**src/fractional_delay_lagrange_core_defines.svh**
```systemverilog
// Assertion helpers, clocked on clk_i and held off while rst_ni is low.
`ifndef FRACTIONAL_DELAY_LAGRANGE_CORE_DEFINES_SVH
`define FRACTIONAL_DELAY_LAGRANGE_CORE_DEFINES_SVH

// prop must hold at every edge
`define FDL_ASSERT_ALWAYS(lbl, prop, msg) \
  lbl: assert property (@(posedge clk_i) disable iff (!rst_ni) (prop)) \
    else $error(msg);

// cons must hold in the same cycle as ante
`define FDL_ASSERT_IMPLIES(lbl, ante, cons, msg) \
  lbl: assert property (@(posedge clk_i) disable iff (!rst_ni) (ante) |-> (cons)) \
    else $error(msg);

// cons must hold in the cycle after ante
`define FDL_ASSERT_NEXT(lbl, ante, cons, msg) \
  lbl: assert property (@(posedge clk_i) disable iff (!rst_ni) (ante) |=> (cons)) \
    else $error(msg);

`endif

```
**src/fdl_pkg.sv**
```systemverilog
package fdl_pkg;

  localparam int DEPTH_LOG2 = 12;
  localparam int DEPTH      = 1 << DEPTH_LOG2;
  localparam int FRAC_W     = 16;
  localparam int DW         = DEPTH_LOG2 + FRAC_W;   // clamped delay / read point
  localparam int CFG_W      = 28;
  localparam int CW         = (DW > CFG_W) ? DW : CFG_W;
  localparam int SAMPLE_W   = 24;
  localparam int HW         = 32;                    // Horner accumulator
  localparam int BW         = 29;                    // second multiplier operand
  localparam int PW         = HW + BW;               // product
  localparam int DIV_SHIFT  = 30;

  localparam logic [CW-1:0] DLY_LO    = CW'(1) << FRAC_W;
  localparam logic [CW-1:0] DLY_HI    = CW'(DEPTH - 4) << FRAC_W;
  localparam logic [DW-1:0] DLY_RESET = DW'(1) << FRAC_W;

  // ceil(2^30 / 6): exact floor division by six for operands below 2^27
  localparam logic signed [BW-1:0] DIV_MUL = BW'((2**DIV_SHIFT + 5) / 6);
  // six times the full-scale magnitude; beyond it the output saturates anyway
  localparam logic signed [HW-1:0] SAT_T   = HW'(6 * 2**(SAMPLE_W-1));

  localparam logic signed [SAMPLE_W-1:0] SAMPLE_MAX = {1'b0, {(SAMPLE_W-1){1'b1}}};

  typedef enum logic [1:0] {
    OP_PUSH  = 2'd0,
    OP_POP   = 2'd1,
    OP_CLEAR = 2'd2
  } fdl_op_e;

  typedef enum logic [3:0] {
    ST_IDLE,
    ST_READ,
    ST_WAIT,
    ST_COEF,
    ST_MUL,
    ST_ACC,
    ST_PREP,
    ST_DIVM,
    ST_DIVA
  } fdl_state_e;

  typedef struct packed {
    logic push;
    logic clear;
    logic rd_en;
  } fdl_store_cmd_t;

  typedef struct packed {
    logic en;
    logic recip;   // multiply by DIV_MUL instead of the fraction
  } fdl_mul_cmd_t;

endpackage

```
**src/fdl_mul.sv**
```systemverilog
module fdl_mul (
  input  logic                                clk_i,
  input  logic                                rst_ni,
  input  fdl_pkg::fdl_mul_cmd_t               cmd_i,
  input  logic signed [fdl_pkg::HW-1:0]       a_i,
  input  logic        [fdl_pkg::FRAC_W-1:0]   frac_i,
  output logic signed [fdl_pkg::PW-1:0]       prod_o
);

  logic signed [fdl_pkg::BW-1:0] b;
  logic signed [fdl_pkg::PW-1:0] prod_q;

  always_comb begin
    if (cmd_i.recip) begin
      b = fdl_pkg::DIV_MUL;
    end else begin
      b = signed'(fdl_pkg::BW'(frac_i));
    end
  end

  always_ff @(posedge clk_i or negedge rst_ni) begin
    if (!rst_ni) begin
      prod_q <= '0;
    end else if (cmd_i.en) begin
      prod_q <= a_i * b;
    end
  end

  assign prod_o = prod_q;

endmodule

```
**config.mk**
```make
export PLATFORM = sky130hd
export DESIGN_NAME = fdl_mul
export DESIGN_NICKNAME = d
export VERILOG_FILES = /design/src/fractional_delay_lagrange_core_defines.svh /design/src/fdl_pkg.sv /design/src/fdl_mul.sv
export SDC_FILE = /design/constraint.sdc
export NUM_CORES = 2
export LEC_CHECK = 0
export ABC_AREA = 1
export BUFFER_PORTS_ARGS = -buffer_cell sky130_fd_sc_hd__buf_4
export CAP_MARGIN = 30
export CORE_MARGIN = 8
export CORE_UTILIZATION = 60
export CTS_CLUSTER_DIAMETER = 120
export DETAILED_ROUTE_END_ITERATION = 7
export GPL_ROUTABILITY_DRIVEN = 0
export PLACE_DENSITY = 0.84
export SLEW_MARGIN = 20
export SYNTH_ARGS = -nofsm -noshare
export SYNTH_HDL_FRONTEND = slang
export SYNTH_SLANG_ARGS = --single-unit
```
**constraint.sdc**
```tcl
create_clock -name clk_i -period 0.8 [get_ports clk_i]
set_input_delay 0.16 -clock clk_i [delete_from_list [all_inputs] [get_ports clk_i]]
set_output_delay 0.16 -clock clk_i [all_outputs]
set_load 0.02 [all_outputs]
```
==> results of run 1 <==
## timing repair
action | 4_1_cts
resized for setup | 421
hold buffers | 1
setup buffers | 20
endpoints found under the hold margin | 61
setup endpoints to repair | 122
cloned | 1
pin swaps | 149
## metrics by stage
stage | setup WS (ns) | cells | hold slack, ns | util [%]
global placement | -6.225 | 5095 | 0.03292 | 71.36
detailed placement | -6.418 | 5095 | 0.03356 | 71.36
floorplan | -5.659 | 3962 | -0.1356 | -
CTS | -5.594 | 5132 | 0.2367 | 75.92
## per-layer routing
layer	track usage [%]	overflow
met1	72.80	33
met2	87.73	583
met3	68.71	32
met4	78.22	309
met5	46.53	5
## cell families after synthesis
group | count (synthesis) | share of synthesized area (%)
AND/OR/NAND/NOR | 1488 | 19.51
buffers and inverters | 1324 | 15.99
adder cells (fa/ha/maj) | 1004 | 57.91
AO/OA/AOI/OAI | 67 | 1.187
flip-flops | 61 | 4.891
XOR/XNOR | 18 | 0.5052
==> impl_metrics.toml, run 1 <==
[synth]
yosysTopAreaCellShare_pct = 47.09
synth_flop_cell = "dfrtp_1"
synth_top_cell_by_area = "fa_1"
ys_async_sr_fraction_pct = 100.0
synthTopCellsByArea = "fa_1, inv_1, ha_1"
synthesis.area_sq_um = 31210
ys_warn_count = 0
yosysMostFrequentCell = "inv_1"
yosys-top-cells-count = "inv_1, nand2_1, fa_1"
synth_nets = 5018
ys_ff_latch = 61
ys_seq_area_share_pct = 4.891
avgSynthCellArea_sq_um = 7.877
syn_inst = 3962
yosysUniqueCellTypes = 38
synth-edff-count = 0

[timing]
crit_endpoint = "prod_o[35]$_DFFE_PN0P_/D"
worst_path_end_type = "sequential cell input"

[status]
stop_stage = "global routing (5_1_grt)"
error = "[ERROR GRT-0232] Routing congestion too high. Check the congestion heatmap in the GUI."
status = "did not finish"

[cts]
clock_tree.root_cell = "clkbuf_16"
numCtsBuffers = 9
htreeDepth = 3
clock_sinks = 61
cts_buffer_depth = 2

[global_routing]
grt_start_max_net_pins = 40
grt_usage_pct = 76.19
grt-ovfl-total = 962

[die]
die_w_um = 244.1
start_util_pct = 60.71
dieHeight_um = 244.1
num_rows = 83
ios = 113

[place]
dp_hpwl_mm = 90.61
port-buffer-count = 112
dpl_cell_area_sq_um = 36680
==> inputs of run 2 (changes only) <==
CORE_UTILIZATION = 40   (was 60)
CTS_CLUSTER_DIAMETER = unset   (was 120)
PLACE_DENSITY = unset   (was 0.84)
PLACE_DENSITY_LB_ADDON = 0.15   (was unset)
clock period = 1.04 ns   (was 0.8 ns; I/O delays follow)
==> impl_metrics.toml, run 2 <==
[cells_and_area]
multiInputGateArea_sq_um = 28240
drive_gt1_share_pct = 32.01
layout_commonest_cell = "inv_1"
largest_reg_flops = 61
fillers = 7330
area_growth_pct = 37.23
fin_nets = 5645
ff_latch_area_sq_um = 1534
final_cell_mix = "inv_1, fa_1, nand2_1"
utilization_pct = 55.38

[timing]
setup_viol = 122
final-hold-violation-count = 0
worst_slack_ns = -5.500
fin_skew_ns = 0
fmax_mhz = 152.9
slew_violations = 0
rsz0062_at_grt = "true"
post-route-period-util_pct = 628.9
tightest_slew_ns = 0.3851
post-route-min-period_ns = 6.540
fin_setup_tns_ns = -298.67
slew_headroom_pct = 74.33

[synth]
synth-edff-count = 0
synth_nets = 5018
synthesis.area_sq_um = 31210
syn_inst = 3962
synthTopCellsByArea = "fa_1, inv_1, ha_1"
ys_ff_latch = 61
ys_warn_count = 0
avgSynthCellArea_sq_um = 7.877
synth_top_cell_by_area = "fa_1"
yosysMostFrequentCell = "inv_1"
yosys-top-cells-count = "inv_1, nand2_1, fa_1"
yosysTopAreaCellShare_pct = 47.09
ys_seq_area_share_pct = 4.891
synth_flop_cell = "dfrtp_1"
ys_async_sr_fraction_pct = 100.0
yosysUniqueCellTypes = 38

[critical_path]
cpMostUsedCell = "fa_1"
cp.arrival_ns = 6.75
slowest_stage = "fa_1"
crit_fanout = 7
required_ns = 1.25
critPathLaunchType = "primary input"
crit_family = "adder cells"
crit_path_end_kind = "register"
cp_num_buf_inv = 11
cpPeakStageDelay_ns = 0.57
crit_type = "primary input to register"

[flow_run]
max_cap_violations = 0

[die]
start_util_pct = 40.35
dieHeight_um = 295.3
die_area_sq_um = 87210
die_w_um = 295.3
core-area_sq_um = 77340
ios = 113
num_rows = 102

[cts]
clock_sinks = 61
cts_buffer_depth = 2
numCtsBuffers = 9
cts_tree = "done"
insertion_delay_ns = 0.32
path_clk_slew_ns = 0.06
clock_tree.root_cell = "clkbuf_16"
htreeDepth = 3

[status]
failed_checks = "setup timing"
status = "complete, but fails checks"

[global_routing]
grt_pass1_wl_mm = 164.3
grt-ovfl-total = 0
grt_pass1_vias = 28710
antenna_found_initial = 3
grt_usage_pct = 24.60
grt_start_max_net_pins = 39

[drt]
num_vias = 26740
drc = 0
finalWirelength_mm = 106.0
drtAntennaViolNets = 0
drt-wirelength-per-cell_um = 18.81
drtPass1Iterations = 5
vias_per_cell = 4.745
drtIter0Drc = 1490

[worst_hold_path]
hold_class = "primary input to register"

[place]
port-buffer-count = 112
dp_slack_ns = -6.086
dp_hpwl_mm = 92.26
-- run 2: path summary, 6_finish.rpt --
kind                                 start         end  slack, ns  cells after the start
worst max register to register   prod_o[6]   prod_o[6]       0.17                      4
worst max-delay path              cmd_i[0]  prod_o[37]      -5.50                     30
min in group asynchronous           rst_ni   prod_o[8]       0.33                      2
max in group asynchronous           rst_ni  prod_o[47]       0.24                      3
worst min-delay path              cmd_i[1]   prod_o[2]       0.22                      3
worst min register to register  prod_o[29]  prod_o[29]       0.50                      2
-- run 2: metrics by stage --
stage	std cells	hold slack (ns)	cell area [sq um]
2_1_floorplan	3962	-0.08759	31640
3_3_place_gp	5520	0.1521	37710
3_5_place_dp	5520	0.1554	37710
4_1_cts	5568	0.2041	40370
5_1_grt	5633	0.2279	42820
6_report	5635	0.2227	42830
-- run 2: logic make-up (layout without fill, tap and decap cells) --
kind of cell             after synthesis  count (layout)  share of synthesized area (%)
AND/OR/NAND/NOR                     1488            1488                          19.51
other                                  0               2                              0
adder cells (fa/ha/maj)             1004            1004                          57.91
XOR/XNOR                              18              18                         0.5052
AO/OA/AOI/OAI                         67              67                          1.187
buffers and inverters               1324            1955                          15.99
flip-flops                            61              61                          4.891
-- run 2: worst reg2reg max path: stages, from the launching register on --
cell and delay, ns:
dfrtp_1 0.39, buf_4 0.14, buf_4 0.12, nand2_1 0.05, o21ai_1 0.06
-- run 2: area by class of cell --
class | instances | share of cell area (%)
Sequential cell | 61 | 3.582
Timing Repair Buffer | 707 | 15.67
Antenna cell | 2 | 0.01169
Multi-Input combinational cell | 2577 | 65.93
Clock inverter | 4 | 0.2220
Tap cell | 1040 | 3.038
Inverter | 1233 | 10.96
Clock buffer | 11 | 0.5901
-- run 2: timing repair --
item / 4_1_cts / 5_1_grt
hold endpoints to repair: 19 / 0
resized for setup: 456 / 547
pin swaps: 153 / 293
cloned: 4 / 3
endpoints found under the setup margin: 122 / 121
hold buffers: 1 / 0
buffers inserted: 29 / 67
-- run 2: layer usage --
layer,part of all wire (%),GRT usage (%),vias to the layer above
li1,-,-,12390
met1,41,32.20,13510
met2,50,44.43,709
met3,5.8,2.229,128
met4,2.4,4.740,0
met5,0,0,-
Power of run 2 is left out: the tool's default activity adds up to more than one toggle a clock period on the data nets, which glitch-free logic cannot reach.
